## config.mk

```make
export PLATFORM = sky130hd
export DESIGN_NAME = base64_stream_encoder
export DESIGN_NICKNAME = d
export VERILOG_FILES = /design/src/hdl/b64e_pkg.sv /design/src/hdl/b64e_fifo.sv /design/src/hdl/b64e_front.sv /design/src/hdl/b64e_back.sv /design/src/hdl/base64_stream_encoder.sv
export VERILOG_INCLUDE_DIRS = /design/src /design/src/hdl
export SDC_FILE = /design/constraint.sdc
export NUM_CORES = 1
export LEC_CHECK = 0
export BUFFER_PORTS_ARGS = -buffer_cell sky130_fd_sc_hd__buf_4
export CORE_MARGIN = 2
export CORE_UTILIZATION = 45
export CTS_CLUSTER_DIAMETER = 100
export DETAILED_ROUTE_END_ITERATION = 8
export SETUP_SLACK_MARGIN = 0.1
export SLEW_MARGIN = 20
export SYNTH_ARGS = -nofsm -noshare
export SYNTH_HDL_FRONTEND = slang
export SYNTH_SLANG_ARGS = --single-unit
```

## constraint.sdc

```tcl
create_clock -name clk -period 6.8 [get_ports clk]
set_input_delay 0.34 -clock clk [delete_from_list [all_inputs] [get_ports clk]]
set_output_delay 0.34 -clock clk [all_outputs]
set_load 0.05 [all_outputs]
```

## src/hdl/base64_stream_encoder_assert.svh

```systemverilog
// assertion macros for the base64 stream encoder
`ifndef BASE64_STREAM_ENCODER_ASSERT_SVH
`define BASE64_STREAM_ENCODER_ASSERT_SVH

// same-cycle implication, checked on clk and quiet in reset
`define B64E_ASSERT_IMPLY(lbl, ante, cons) \
  lbl: assert property (@(posedge clk) disable iff (!rst_n) (ante) |-> (cons)) \
    else $error("base64 encoder check failed");

// next-cycle implication, checked on clk and quiet in reset
`define B64E_ASSERT_NEXT(lbl, ante, cons) \
  lbl: assert property (@(posedge clk) disable iff (!rst_n) (ante) |=> (cons)) \
    else $error("base64 encoder check failed");

`endif

```

## src/hdl/b64e_pkg.sv

```systemverilog
// shared types, constants and the alphabet lookup for the base64 stream encoder
`default_nettype none

package b64e_pkg;

  localparam int unsigned B64E_QUEUE_DEPTH = 2;

  localparam logic [6:0]  PAD_CHAR    = 7'h3D;
  localparam logic [15:0] CAP_RESET   = 16'hFFFF;
  localparam logic [16:0] GROUP_CHARS = 17'd4;

  typedef struct packed {
    logic [7:0] in_byte;
    logic       end_of_message;
  } in_item_t;

  typedef struct packed {
    logic [6:0] out_char;
    logic       final_char;
    logic       overflow;
  } out_item_t;

  // one classified group handed from front to back
  typedef struct packed {
    logic [7:0] b0;
    logic [7:0] b1;
    logic [7:0] b2;
    logic [1:0] nbytes;
    logic       fin;
    logic       ovf;
  } group_t;

  function automatic logic [6:0] sym(input logic [5:0] six);
    logic [6:0] s;
    logic [6:0] r;
    s = {1'b0, six};
    case (six) inside
      [6'd0:6'd25]:  r = s + 7'h41;
      [6'd26:6'd51]: r = s + 7'h47;
      [6'd52:6'd61]: r = s - 7'd4;
      6'd62:         r = 7'h2B;
      default:       r = 7'h2F;
    endcase
    return r;
  endfunction

endpackage

`default_nettype wire

```

## src/hdl/b64e_fifo.sv

```systemverilog
// small group queue between the front and back halves
`default_nettype none

module b64e_fifo #(
  parameter int unsigned DEPTH = b64e_pkg::B64E_QUEUE_DEPTH
) (
  input  wire logic            clk,
  input  wire logic            rst_n,
  input  wire logic            push,
  input  b64e_pkg::group_t     wdata,
  output logic                 full,
  input  wire logic            pop,
  output b64e_pkg::group_t     rdata,
  output logic                 empty
);
  import b64e_pkg::*;

  localparam int unsigned AW = (DEPTH > 1) ? $clog2(DEPTH) : 1;
  localparam int unsigned CW = $clog2(DEPTH + 1);

  group_t          mem [DEPTH];
  logic [AW-1:0]   wr_ptr_r, wr_ptr_nxt;
  logic [AW-1:0]   rd_ptr_r, rd_ptr_nxt;
  logic [CW-1:0]   count_r, count_nxt;
  logic            do_push, do_pop;

  assign full    = (count_r == CW'(DEPTH));
  assign empty   = (count_r == '0);
  assign do_push = push & ~full;
  assign do_pop  = pop & ~empty;
  assign rdata   = mem[rd_ptr_r];

  always_comb begin
    wr_ptr_nxt = wr_ptr_r;
    rd_ptr_nxt = rd_ptr_r;
    count_nxt  = count_r;
    if (do_push) begin
      wr_ptr_nxt = (wr_ptr_r == AW'(DEPTH - 1)) ? '0 : wr_ptr_r + 1'b1;
    end
    if (do_pop) begin
      rd_ptr_nxt = (rd_ptr_r == AW'(DEPTH - 1)) ? '0 : rd_ptr_r + 1'b1;
    end
    if (do_push && !do_pop) begin
      count_nxt = count_r + 1'b1;
    end else if (do_pop && !do_push) begin
      count_nxt = count_r - 1'b1;
    end
  end

  always_ff @(posedge clk) begin
    if (!rst_n) begin
      wr_ptr_r <= '0;
      rd_ptr_r <= '0;
      count_r  <= '0;
    end else begin
      wr_ptr_r <= wr_ptr_nxt;
      rd_ptr_r <= rd_ptr_nxt;
      count_r  <= count_nxt;
    end
  end

  always_ff @(posedge clk) begin
    if (do_push) begin
      mem[wr_ptr_r] <= wdata;
    end
  end

endmodule

`default_nettype wire

```

## src/hdl/b64e_front.sv

```systemverilog
// front half: collects bytes into groups, tracks the count and decides overflow
`default_nettype none

module b64e_front (
  input  wire logic             clk,
  input  wire logic             rst_n,
  input  wire logic             in_push,
  output logic                  in_full,
  input  b64e_pkg::in_item_t    in_item,
  input  wire logic [15:0]      cap,
  output logic                  q_push,
  input  wire logic             q_full,
  output b64e_pkg::group_t      q_data
);
  import b64e_pkg::*;

  logic [1:0]  phase_r, phase_nxt;
  logic [15:0] held_r, held_nxt;
  logic [15:0] count_r, count_nxt;
  logic        drop_r, drop_nxt;

  logic        accept;
  logic        eom;
  logic [7:0]  b;
  logic [1:0]  nbytes;
  logic        complete;
  logic [16:0] count_sum;
  logic        ovf;

  assign in_full   = q_full;
  assign accept    = in_push & ~q_full;
  assign eom       = in_item.end_of_message;
  assign b         = in_item.in_byte;
  assign nbytes    = phase_r + 2'd1;
  assign complete  = ~drop_r & ((nbytes == 2'd3) | eom);
  assign count_sum = {1'b0, count_r} + GROUP_CHARS;
  assign ovf       = count_sum > {1'b0, cap};
  assign q_push    = accept & complete;

  always_comb begin
    q_data.b0     = (nbytes == 2'd1) ? b : held_r[15:8];
    q_data.b1     = (nbytes == 2'd1) ? 8'd0 : ((nbytes == 2'd2) ? b : held_r[7:0]);
    q_data.b2     = (nbytes == 2'd3) ? b : 8'd0;
    q_data.nbytes = nbytes;
    q_data.fin    = eom;
    q_data.ovf    = ovf;
  end

  always_comb begin
    phase_nxt = phase_r;
    held_nxt  = held_r;
    count_nxt = count_r;
    drop_nxt  = drop_r;
    if (accept) begin
      if (drop_r) begin
        if (eom) begin
          phase_nxt = '0;
          held_nxt  = '0;
          count_nxt = '0;
          drop_nxt  = 1'b0;
        end
      end else if (!complete) begin
        if (nbytes == 2'd1) begin
          held_nxt = {b, 8'd0};
        end else begin
          held_nxt = {held_r[15:8], b};
        end
        phase_nxt = nbytes;
      end else begin
        phase_nxt = '0;
        held_nxt  = '0;
        if (eom) begin
          count_nxt = '0;
          drop_nxt  = 1'b0;
        end else if (ovf) begin
          // rest of the message is thrown away up to its final byte
          drop_nxt = 1'b1;
        end else begin
          count_nxt = count_sum[15:0];
        end
      end
    end
  end

  always_ff @(posedge clk) begin
    if (!rst_n) begin
      phase_r <= '0;
      held_r  <= '0;
      count_r <= '0;
      drop_r  <= 1'b0;
    end else begin
      phase_r <= phase_nxt;
      held_r  <= held_nxt;
      count_r <= count_nxt;
      drop_r  <= drop_nxt;
    end
  end

endmodule

`default_nettype wire

```

## src/hdl/b64e_back.sv

```systemverilog
// back half: turns queued groups into characters, one per cycle into the output register while it is free
`default_nettype none

module b64e_back (
  input  wire logic             clk,
  input  wire logic             rst_n,
  input  b64e_pkg::group_t      q_data,
  input  wire logic             q_empty,
  output logic                  q_pop,
  output logic                  out_empty,
  input  wire logic             out_pop,
  output b64e_pkg::out_item_t   out_item
);
  import b64e_pkg::*;

  logic [1:0]  idx_r, idx_nxt;
  logic        vld_r, vld_nxt;
  out_item_t   out_r, out_nxt;

  logic        load;
  logic        last;
  out_item_t   ch;

  // output slot frees when empty or when its request is taken
  assign load      = ~vld_r | out_pop;
  assign last      = q_data.ovf | (idx_r == 2'd3);
  assign q_pop     = load & ~q_empty & last;
  assign out_empty = ~vld_r;
  assign out_item  = out_r;

  always_comb begin
    ch.final_char = 1'b0;
    ch.overflow   = 1'b0;
    case (idx_r)
      2'd0: ch.out_char = sym(q_data.b0[7:2]);
      2'd1: ch.out_char = sym({q_data.b0[1:0], q_data.b1[7:4]});
      2'd2: ch.out_char = (q_data.nbytes != 2'd1) ?
                          sym({q_data.b1[3:0], q_data.b2[7:6]}) : PAD_CHAR;
      default: begin
        ch.out_char   = (q_data.nbytes == 2'd3) ? sym(q_data.b2[5:0]) : PAD_CHAR;
        ch.final_char = q_data.fin;
      end
    endcase
    if (q_data.ovf) begin
      ch.out_char   = 7'd0;
      ch.final_char = 1'b1;
      ch.overflow   = 1'b1;
    end
  end

  always_comb begin
    idx_nxt = idx_r;
    vld_nxt = vld_r;
    out_nxt = out_r;
    if (load) begin
      if (!q_empty) begin
        out_nxt = ch;
        vld_nxt = 1'b1;
        idx_nxt = last ? 2'd0 : idx_r + 2'd1;
      end else begin
        vld_nxt = 1'b0;
      end
    end
  end

  always_ff @(posedge clk) begin
    if (!rst_n) begin
      idx_r <= '0;
      vld_r <= 1'b0;
    end else begin
      idx_r <= idx_nxt;
      vld_r <= vld_nxt;
    end
  end

  always_ff @(posedge clk) begin
    out_r <= out_nxt;
  end

endmodule

`default_nettype wire

```

## src/hdl/base64_stream_encoder.sv

```systemverilog
// top level of the base64 stream encoder: capacity register, front, group queue, back
//
//   channel   direction  handshake           payload
//   in_       input      in_push / in_full   in_item   (in_byte, end_of_message)
//   out_      output     out_empty / out_pop out_item  (out_char, final_char, overflow)
//   cfg_      input      cfg_we              cfg_wdata (out_capacity)
//
// a byte is taken every cycle while the group queue has room; the front classifies it
// in the same cycle. the back emits one character per cycle from the queue head while
// the output request is taken, four per group and one for an overflow group, so the
// sustained rate is set by the one-character output register. reset clears all message
// state, empties the queue and sets the capacity to 65535. a stalled out_pop holds the
// output request; the queue then fills and in_full rises.
`default_nettype none
`include "base64_stream_encoder_assert.svh"

module base64_stream_encoder #(
  parameter int unsigned QUEUE_DEPTH = b64e_pkg::B64E_QUEUE_DEPTH
) (
  input  wire logic             clk,
  input  wire logic             rst_n,
  input  wire logic             in_push,
  output logic                  in_full,
  input  b64e_pkg::in_item_t    in_item,
  output logic                  out_empty,
  input  wire logic             out_pop,
  output b64e_pkg::out_item_t   out_item,
  input  wire logic             cfg_we,
  input  wire logic [15:0]      cfg_wdata
);
  import b64e_pkg::*;

  logic [15:0] cap_r, cap_nxt;
  logic        q_push, q_full, q_pop, q_empty;
  group_t      q_wdata, q_rdata;

  assign cap_nxt = cfg_we ? cfg_wdata : cap_r;

  always_ff @(posedge clk) begin
    if (!rst_n) begin
      cap_r <= CAP_RESET;
    end else begin
      cap_r <= cap_nxt;
    end
  end

  b64e_front u_front (
    .clk     (clk),
    .rst_n   (rst_n),
    .in_push (in_push),
    .in_full (in_full),
    .in_item (in_item),
    .cap     (cap_r),
    .q_push  (q_push),
    .q_full  (q_full),
    .q_data  (q_wdata)
  );

  b64e_fifo #(
    .DEPTH (QUEUE_DEPTH)
  ) u_fifo (
    .clk   (clk),
    .rst_n (rst_n),
    .push  (q_push),
    .wdata (q_wdata),
    .full  (q_full),
    .pop   (q_pop),
    .rdata (q_rdata),
    .empty (q_empty)
  );

  b64e_back u_back (
    .clk       (clk),
    .rst_n     (rst_n),
    .q_data    (q_rdata),
    .q_empty   (q_empty),
    .q_pop     (q_pop),
    .out_empty (out_empty),
    .out_pop   (out_pop),
    .out_item  (out_item)
  );

  // an overflow request closes the message and carries no character
  `B64E_ASSERT_IMPLY(a_ovf_is_last, !out_empty && out_item.overflow,
                     out_item.final_char && out_item.out_char == 7'd0)

  // a pushed group is waiting in the queue on the next cycle
  `B64E_ASSERT_NEXT(a_push_lands, q_push, !q_empty)

  // with nothing queued, taking the output request leaves the output empty
  `B64E_ASSERT_NEXT(a_drain_empty, out_pop && !out_empty && q_empty, out_empty)

endmodule

`default_nettype wire

```

==> results of run 1 <==
-- worst max-delay path: stages, from the launching register on --
cell and delay [ns]:
dfxtp_1 0.34, ha_1 0.25, nand3_1 0.10, nor2_1 0.24, nand3_1 0.26, nor2_1 0.26
nand3_1 0.13, xnor2_1 0.21, ha_1 0.27, a21o_1 0.18, a211oi_1 0.24, o211ai_1 0.13
o22ai_1 0.71, inv_1 0.16, a21boi_0 0.60, o21ai_0 0.17
-- layout by cell type (no fill, tap or decap), types with 4 or more instances in the layout --
master and n:
a211oi_1 8, a211oi_2 4, a21oi_1 24, a221o_1 4, a22o_1 6, a22oi_1 18
a31oi_1 13, and2_1 23, and3_1 9, buf_4 46, clkbuf_16 17, clkinvlp_4 4
dfxtp_1 56, edfxtp_1 65, ha_1 62, inv_1 53, inv_6 5, mux2_2 16
mux2i_1 34, mux2i_2 5, nand2_1 67, nand3_1 30, nand4_1 6, nor2_1 47
nor2b_1 23, nor3_1 13, nor3b_1 7, o211ai_1 24, o21a_1 5, o21ai_0 26
o21ai_1 7, o22ai_1 4, o31ai_1 6, o41ai_1 4, or3_1 5, xnor2_1 20
xor2_1 6
-- where the power goes --
group / internal, mW / switching, mW / leakage, nW
logic: 0.545 / 0.920 / 2.08
clock network: 0.582 / 0.345 / 0.287
registers: 0.892 / 0.0719 / 1.06
-- through the flow --
step	worst slack, ns	power [mW]	utilization, %	area (µm²)
6_report	2.40	3.36	51.9	8880
5_1_grt	1.82	3.56	51.9	8880
4_1_cts	2.43	3.36	51.9	8880
3_5_place_dp	2.43	2.42	48.3	8260
3_3_place_gp	2.51	2.42	48.3	8260
2_1_floorplan	2.88	2.11	-	7790
-- flip-flops by register name, indices dropped and copies added, names as in the netlist, named ones only --
register and cells:
u_front.count_r 14, u_back.idx_r 2, u_front.drop_r 1, u_front.held_r 16
cap_r 16, u_fifo.count_r 2, u_front.phase_r 2, u_fifo.mem 56
u_fifo.wr_ptr_r 1, u_fifo.rd_ptr_r 1, u_back.vld_r 1, u_back.out_item 9
-- layout make-up --
| class | instances | share of cell area, % |
|---|---|---|
| repair buffers | 46 | 3.89 |
| multi-input cells | 590 | 48.8 |
| clock inverters | 15 | 2.14 |
| inverters | 55 | 2.32 |
| flip-flops and latches | 122 | 34.8 |
| clock buffers | 17 | 4.79 |
| well taps | 225 | 3.17 |
-- metal layers --
| layer | vias up | track usage (%) | routed length [µm] |
|---|---|---|---|
| li1 | 3026 | - | - |
| met1 | 2917 | 28.6 | 8720 |
| met2 | 152 | 32.4 | 8410 |
| met3 | 31 | 4.64 | 747 |
| met4 | 0 | 8.85 | 595 |
| met5 | - | 0 | 0 |
-- cells by family (layout without fill, tap and decap cells) --
logic type / after synthesis / in the layout
adder cells (fa/ha/maj): 62 / 62
flip-flops: 122 / 122
buffers and inverters: 81 / 133
multiplexers: 56 / 56
XOR/XNOR: 26 / 26
AO/OA/AOI/OAI: 195 / 195
AND/OR/NAND/NOR: 251 / 251
-- worst min path at each step --
stage	from	end	depth (start not counted)	slack, ns
after detailed placement	cap_r[1]	cap_r[1]	2	0.47
final	cfg_wdata[4]	cap_r[4]	3	0.13
after CTS	cfg_wdata[4]	cap_r[4]	3	0.12
after global placement	cap_r[1]	cap_r[1]	2	0.46
after floorplan	cap_r[1]	cap_r[1]	2	0.43
after global routing	cfg_wdata[0]	cap_r[0]	3	0.13
==> flow_summary.ini, run 1 <==
[run_status]
status = finished clean

[clock_network]
cts_tree = built
path_clk_slew_ns = 0.06
cts_root_buffer = clkbuf_16
cts_hold_buf = 0
clk_latency_ns = 0.42
cts.path.max_buffers = 2
cts_setup_buffers = 0
cts_resized = 0
h-tree-depth = 4
cts_buffers = 17
clock-sinks = 122

[yosys]
synth_top_cell_by_area = edfxtp_1
synth.avg_cell_area_um2 = 9.83
yosysMostFrequentCell = nand2_1
synth.distinct_cells = 77
synth-main-ff-cell = edfxtp_1
synth_nets = 885
synth-xor-area-share_pct = 2.92
async_flop_share_pct = 0
synth_compound_area_share_pct = 18.6
synth_edf_count = 65
synth-simple-area-share_pct = 16.3
synth_area_leaders = edfxtp_1 (25%), dfxtp_1 (15%), ha_1 (10%)
yosysSeqAreaShare_pct = 39.7
synth_top_family_by_area = compound AO/OA/AOI/OAI gates
yosys.area.top_type_share_pct = 25.0
yosys-mux-area-fraction_pct = 7.85
synthCells = 793
synth_adder_area_share_pct = 9.96
ys_top_cells_by_count = nand2_1 (67), edfxtp_1 (65), ha_1 (62), dfxtp_1 (57), inv_1 (53)
synth_warnings = 0
synth_area_um2 = 7790
synth-seq-cells = 122

[route]
dr.first_iter.drc_count = 382
viasPerCell = 5.73
ant_nets = 0
vias = 6126
drc_errors = 0
wl_um = 18500
avgRoutedWirePerCell_um = 17.3
dr.pass1.iters = 5

[critical_path]
worst_setup_path_start_kind = flip-flop
cp-endpoint = u_front.count_r[2]
crit_path_start = u_front.count_r[2]
critical_path.endpoint_type = flip-flop
cp.arrival_ns = 4.67
path_class = flip-flop to flip-flop
worstPathMaxFanout = 12
reg2reg_slack_ns = 2.40
cp.required_ns = 7.07
r2r_end = u_front.count_r[2]
reg2reg_depth = 15
rr_startpoint = u_front.count_r[2]

[floorplan]
core_area_um2 = 17100
die_h_um = 136
top_level_ports = 41
std_cell_rows = 48
initial_core_util_pct = 45.5
design.die.area_um2 = 18400
die-width_um = 136

[finish]
final_cells = 1070
nFillCells = 1554
layout.nets = 924
seqCellArea_um2 = 3090
multiInputGateArea_um2 = 4340
syn2layout_area_growth_pct = 14.0
diodes = 0
drive_gt1_share_pct = 13.7

[power_and_ir_drop]
irDropWorstVdd_uv = 213
p_leak_nw = 3.43
cellPowerDensity_nw_per_um2 = 378

[timing]
tns_ns = 0
timing.final.hold_violations = 0
max_slew_margin_pct = 39.1
finalMaxSlewViolations = 0
final.min_clock_period_ns = 4.40
clock.fmax_ghz = 0.227
fin_skew_ns = 0.00921
worstMarginPinSlew_ns = 0.914
setup_viol = 0
fin_crit_sh_pct = 64.7
hold_ws_ns = 0.133
rsz0062_at_grt = no

[run]
maxCapViolCount = 0

[placement]
placement.io_buffers = 40
place_hpwl_um = 13900
dp_cells = 1038
routabilityCongestion = 0.890

[grt]
antenna_found_initial = 0
grt_remaining_overflow = 0
grt_pass1_vias = 5842
grt_pass1_wl_um = 30100
grt_max_degree = 46
track_usage_pct = 21.0

[hold_path]
hold_path_class = primary input to flip-flop
Note: power is estimated with default switching activity, not from simulation.
==> inputs of run 2 (changes only) <==
==> constraint.sdc (replaced) <==
create_clock -name clk -period 4.05 [get_ports clk]
set_input_delay 0.2025 -clock clk [delete_from_list [all_inputs] [get_ports clk]]
set_output_delay 0.2025 -clock clk [all_outputs]
set_load 0.05 [all_outputs]
==> flow_summary.ini, run 2 (synthesis gave the netlist of run 1 again) <==
[critical_path]
reg2reg_slack_ns = 0.42
cp.arrival_ns = 3.78
slowest_delay_ns = 0.64
path_cells = mux2i_1, inv_2, ha_1, o21ai_0, o21a_1, o21ai_0, a311o_1, a311oi_1, a21oi_1
cpMostUsedCell = o21ai_0
worst_setup_path_start_kind = flip-flop
cp_slowest_cell = mux2i_1
reg2reg_depth = 9
critical_path.endpoint_type = flip-flop
cp.required_ns = 4.19
worstPathMaxFanout = 15
path_class = flip-flop to flip-flop

[finish]
multiInputGateArea_um2 = 4360
diodes = 0
top_regs = u_fifo.mem x56, cap_r x16, u_front.held_r x16
layout_commonest_cell = nand2_1
mostFrequentLayoutCells = nand2_1 (67), edfxtp_1 (65), ha_1 (62)
syn2layout_area_growth_pct = 17.1
drive_gt1_share_pct = 14.7
largest_reg_flops = 56
nFillCells = 1552
post-route-util_pct = 53.3
seqCellArea_um2 = 3090
regMostFlops = u_fifo.mem
layout.nets = 948

[power_and_ir_drop]
p_leak_nw = 3.55
cellPowerDensity_nw_per_um2 = 624
irDropWorstVdd_uv = 432

[route]
avgRoutedWirePerCell_um = 17.1
dr.pass1.iters = 5
ant_nets = 0
wl_um = 18700
drc_errors = 0
dr.first_iter.drc_count = 473
viasPerCell = 5.67
vias = 6208

[clock_network]
cts_setup_buffers = 0
cts_buffers = 17
cts.path.max_buffers = 2
cts_tree = built
clock-sinks = 122
h-tree-depth = 4
clk_latency_ns = 0.41
cts_root_buffer = clkbuf_16
path_clk_slew_ns = 0.06

[hold_path]
hold_path_startpoint = cfg_wdata[13]
hold-path-cell-count = 3
hold_path_class = primary input to flip-flop

[placement]
routabilityCongestion = 0.898
place_hpwl_um = 13700
placement.io_buffers = 40
dp_slack_ns = 0.234

[floorplan]
initial_core_util_pct = 45.5
die_h_um = 136
die-width_um = 136
std_cell_rows = 48
core_area_um2 = 17100
top_level_ports = 41
design.die.area_um2 = 18400

[timing]
clock.fmax_ghz = 0.275
rsz0062_at_grt = no
hold_ws_ns = 0.0262
finalWorstSetupSlack_ns = 0.419
timing.final.hold_violations = 0
finalMaxSlewViolations = 0
max_slew_margin_pct = 46.7
tns_ns = 0
setup_viol = 0
final.min_clock_period_ns = 3.63
worstMarginPinSlew_ns = 0.777
fin_skew_ns = 0.00708
fin_crit_sh_pct = 89.7

[run_status]
status = finished clean

[grt]
grt_max_degree = 46
grt_pass1_vias = 5980
grt_remaining_overflow = 0
grt_pass1_wl_um = 30900
track_usage_pct = 21.4
grt_util_met3_pct = 3.97
gr-usage-met2_pct = 33.6
antenna_found_initial = 0
met1_usage_pct = 29.8
busiest_layer = met2

[run]
maxCapViolCount = 0
==> run 2: final cells by class <==
class / instances / share of cell area, %
clock buffer: 17 / 4.66
clock inverter: 15 / 2.15
inverter: 55 / 2.26
multi-input combinational: 590 / 47.8
sequential: 122 / 33.9
tap: 225 / 3.08
timing repair buffer: 70 / 6.17
==> run 2: worst paths after layout <==
kind / to
setup / recovery: u_back.out_item[7]
hold / removal: cap_r[13]
setup reg to reg: u_back.out_item[7]
hold reg to reg: u_front.phase_r[1]
==> run 2: metrics by stage <==
stage	cell area, µm²	std cells	power [mW]
2_1_floorplan	7790	793	3.54
3_3_place_gp	8330	1047	4.06
3_5_place_dp	8330	1047	4.09
4_1_cts	9100	1094	5.71
5_1_grt	9130	1094	6.05
6_report	9130	1094	5.69
==> run 2: worst max-delay path, delay by kind of cell (launching register included) <==
kind                       cells  cell delay, ns
buffers and inverters          1            0.13
AOI/OAI and AO/OA              6            1.74
muxes                          1            0.64
adders and majority gates      1            0.31
DFF                            1            0.54
==> run 2: per-layer routing <==
metal	up-vias	wire length (µm)
met5	-	0
met4	0	278
met3	22	673
met2	163	8660
met1	2961	9130
li1	3062	-
==> run 2: power by group <==
part	switching (mW)	internal (mW)
sequential	0.0969	1.50
combinational	1.55	0.952
clock	0.566	1.03
total	2.22	3.48
==> run 2: what timing repair did <==
item,4_1_cts,5_1_grt
hold buffers,15,0
gates resized for setup,0,5
setup endpoints to repair,0,17
endpoints found under the hold margin,15,0
==> inputs of run 3 (changes only) <==
--- a/config.mk
+++ b/config.mk
@@ -7,6 +7,7 @@
 export NUM_CORES = 1
 export LEC_CHECK = 0
 export BUFFER_PORTS_ARGS = -buffer_cell sky130_fd_sc_hd__buf_4
+export CORE_ASPECT_RATIO = 1.1
 export CORE_MARGIN = 2
 export CORE_UTILIZATION = 45
 export CTS_CLUSTER_DIAMETER = 100
==> flow_summary.ini, run 3 (synthesis gave the netlist of run 1 again) <==
[critical_path]
path_class = flip-flop to flip-flop
critical_path.endpoint_type = flip-flop
worstPathMaxFanout = 33
cp.arrival_ns = 3.76
path_cells = buf_12, mux2i_1, inv_1, ha_1, and2_1, o31ai_1, o21ai_0, a31oi_1, nor3_1, o311a_1
slowest_delay_ns = 0.60
cp.required_ns = 4.22
worst_setup_path_start_kind = flip-flop
cp_slowest_cell = o31ai_1

[timing]
rsz0062_at_grt = no
timing.final.hold_violations = 0
fin_crit_sh_pct = 88.7
tns_ns = 0
fin_skew_ns = 0.0130
clock.fmax_ghz = 0.278
max_slew_margin_pct = 42.2
setup_viol = 0
hold_ws_ns = 0.0122
final.min_clock_period_ns = 3.59
worstMarginPinSlew_ns = 0.851
finalMaxSlewViolations = 0

[floorplan]
std_cell_rows = 50
top_level_ports = 41
core_area_um2 = 17000
die-width_um = 129
design.die.area_um2 = 18400
initial_core_util_pct = 45.8
die_h_um = 142

[clock_network]
h-tree-depth = 4
cts_tree = built
cts_setup_buffers = 0
clk_latency_ns = 0.42
path_clk_slew_ns = 0.06
cts.path.max_buffers = 2
clock-sinks = 122
cts_buffers = 17
cts_root_buffer = clkbuf_16

[route]
avgRoutedWirePerCell_um = 16.8
ant_nets = 0
dr.pass1.iters = 7
dr.first_iter.drc_count = 407
viasPerCell = 5.60
drc_errors = 0
wl_um = 18600
vias = 6211

[grt]
track_usage_pct = 21.1
antenna_found_initial = 0
grt_remaining_overflow = 0
grt_max_degree = 46
grt_pass1_vias = 6124
grt_pass1_wl_um = 30600

[power_and_ir_drop]
p_clk_share_pct = 25.4
irDropWorstVdd_uv = 522
p_leak_nw = 3.57
switching_share_pct = 40.1
comb_power_share_pct = 46.1
power_mw = 5.62
seqPwrFrac_pct = 28.4
intPower_mw = 3.37
p_sw_mw = 2.25
cellPowerDensity_nw_per_um2 = 615

[finish]
final_cells = 1109
drive_gt1_share_pct = 15.0
syn2layout_area_growth_pct = 17.2
layout_commonest_cell = nand2_1
layout.nets = 954
mostFrequentLayoutCells = nand2_1 (67), edfxtp_1 (65), ha_1 (62)
post-route-util_pct = 53.7
diodes = 0
regMostFlops = u_fifo.mem
top_regs = u_fifo.mem x56, cap_r x16, u_front.held_r x16
largest_reg_flops = 56

[hold_path]
hold_path_class = primary input to flip-flop

[placement]
dp_cells = 1062
place_hpwl_um = 13900
routabilityCongestion = 0.930
placement.io_buffers = 40

[run]
maxCapViolCount = 0

[run_status]
status = finished clean
run 3: layout make-up:
class / instances / area, µm²
multi-input cells: 590 / 4340
inverters: 55 / 206
repair buffers: 76 / 621
well taps: 234 / 293
flip-flops and latches: 122 / 3090
fillers: 1526 / 7890
clock inverters: 12 / 83.8
clock buffers: 20 / 489
run 3: stage by stage:
| step | worst slack (ns) | area [µm²] |
|---|---|---|
| after floorplan | 0.126 | 7790 |
| after global placement | 0.488 | 8400 |
| after detailed placement | 0.388 | 8400 |
| after CTS | 0.360 | 9120 |
| after global routing | 0.151 | 9130 |
| final | 0.459 | 9130 |
run 3: power by group through the flow:
stage | logic, mW | clock network [mW] | registers, mW
after floorplan | 1.79 | 0 | 1.76
after global placement | 2.55 | 0 | 1.62
after detailed placement | 2.54 | 0 | 1.62
after CTS | 2.57 | 1.46 | 1.60
after global routing | 2.82 | 1.51 | 1.62
final | 2.59 | 1.43 | 1.60
run 3: repair_timing:
item | 4_1_cts | 5_1_grt
setup endpoints to repair | 0 | 5
hold buffers | 15 | 0
resized for setup | 0 | 1
hold endpoints to repair | 15 | 0
run 3: final timing paths:
kind | startpoint | endpoint | slack, ns | depth (start not counted)
worst max-delay path | flip-flop | u_back.out_item[4] | 0.46 | 10
worst min-delay path | cfg_wdata[5] | cap_r[5] | 0.01 | 3
worst max register to register | flip-flop | u_back.out_item[4] | 0.46 | 10
worst min register to register | cap_r[1] | cap_r[1] | 0.47 | 2
run 3: worst max-delay path: cells and delay by family (launching register included):
family,cells,cell delay (ns)
buffers and inverters,2,0.46
AOI/OAI and AO/OA,4,1.29
and+or+nand+nor,2,0.28
adders and majority gates,1,0.27
DFF,1,0.58
muxes,1,0.44
run 3: layer usage:
metal | global-route usage (%) | share of wire [%]
met5 | 0 | 0
met4 | 9.11 | 2.9
met3 | 3.61 | 3.7
met1 | 26.4 | 45
met2 | 35.8 | 48
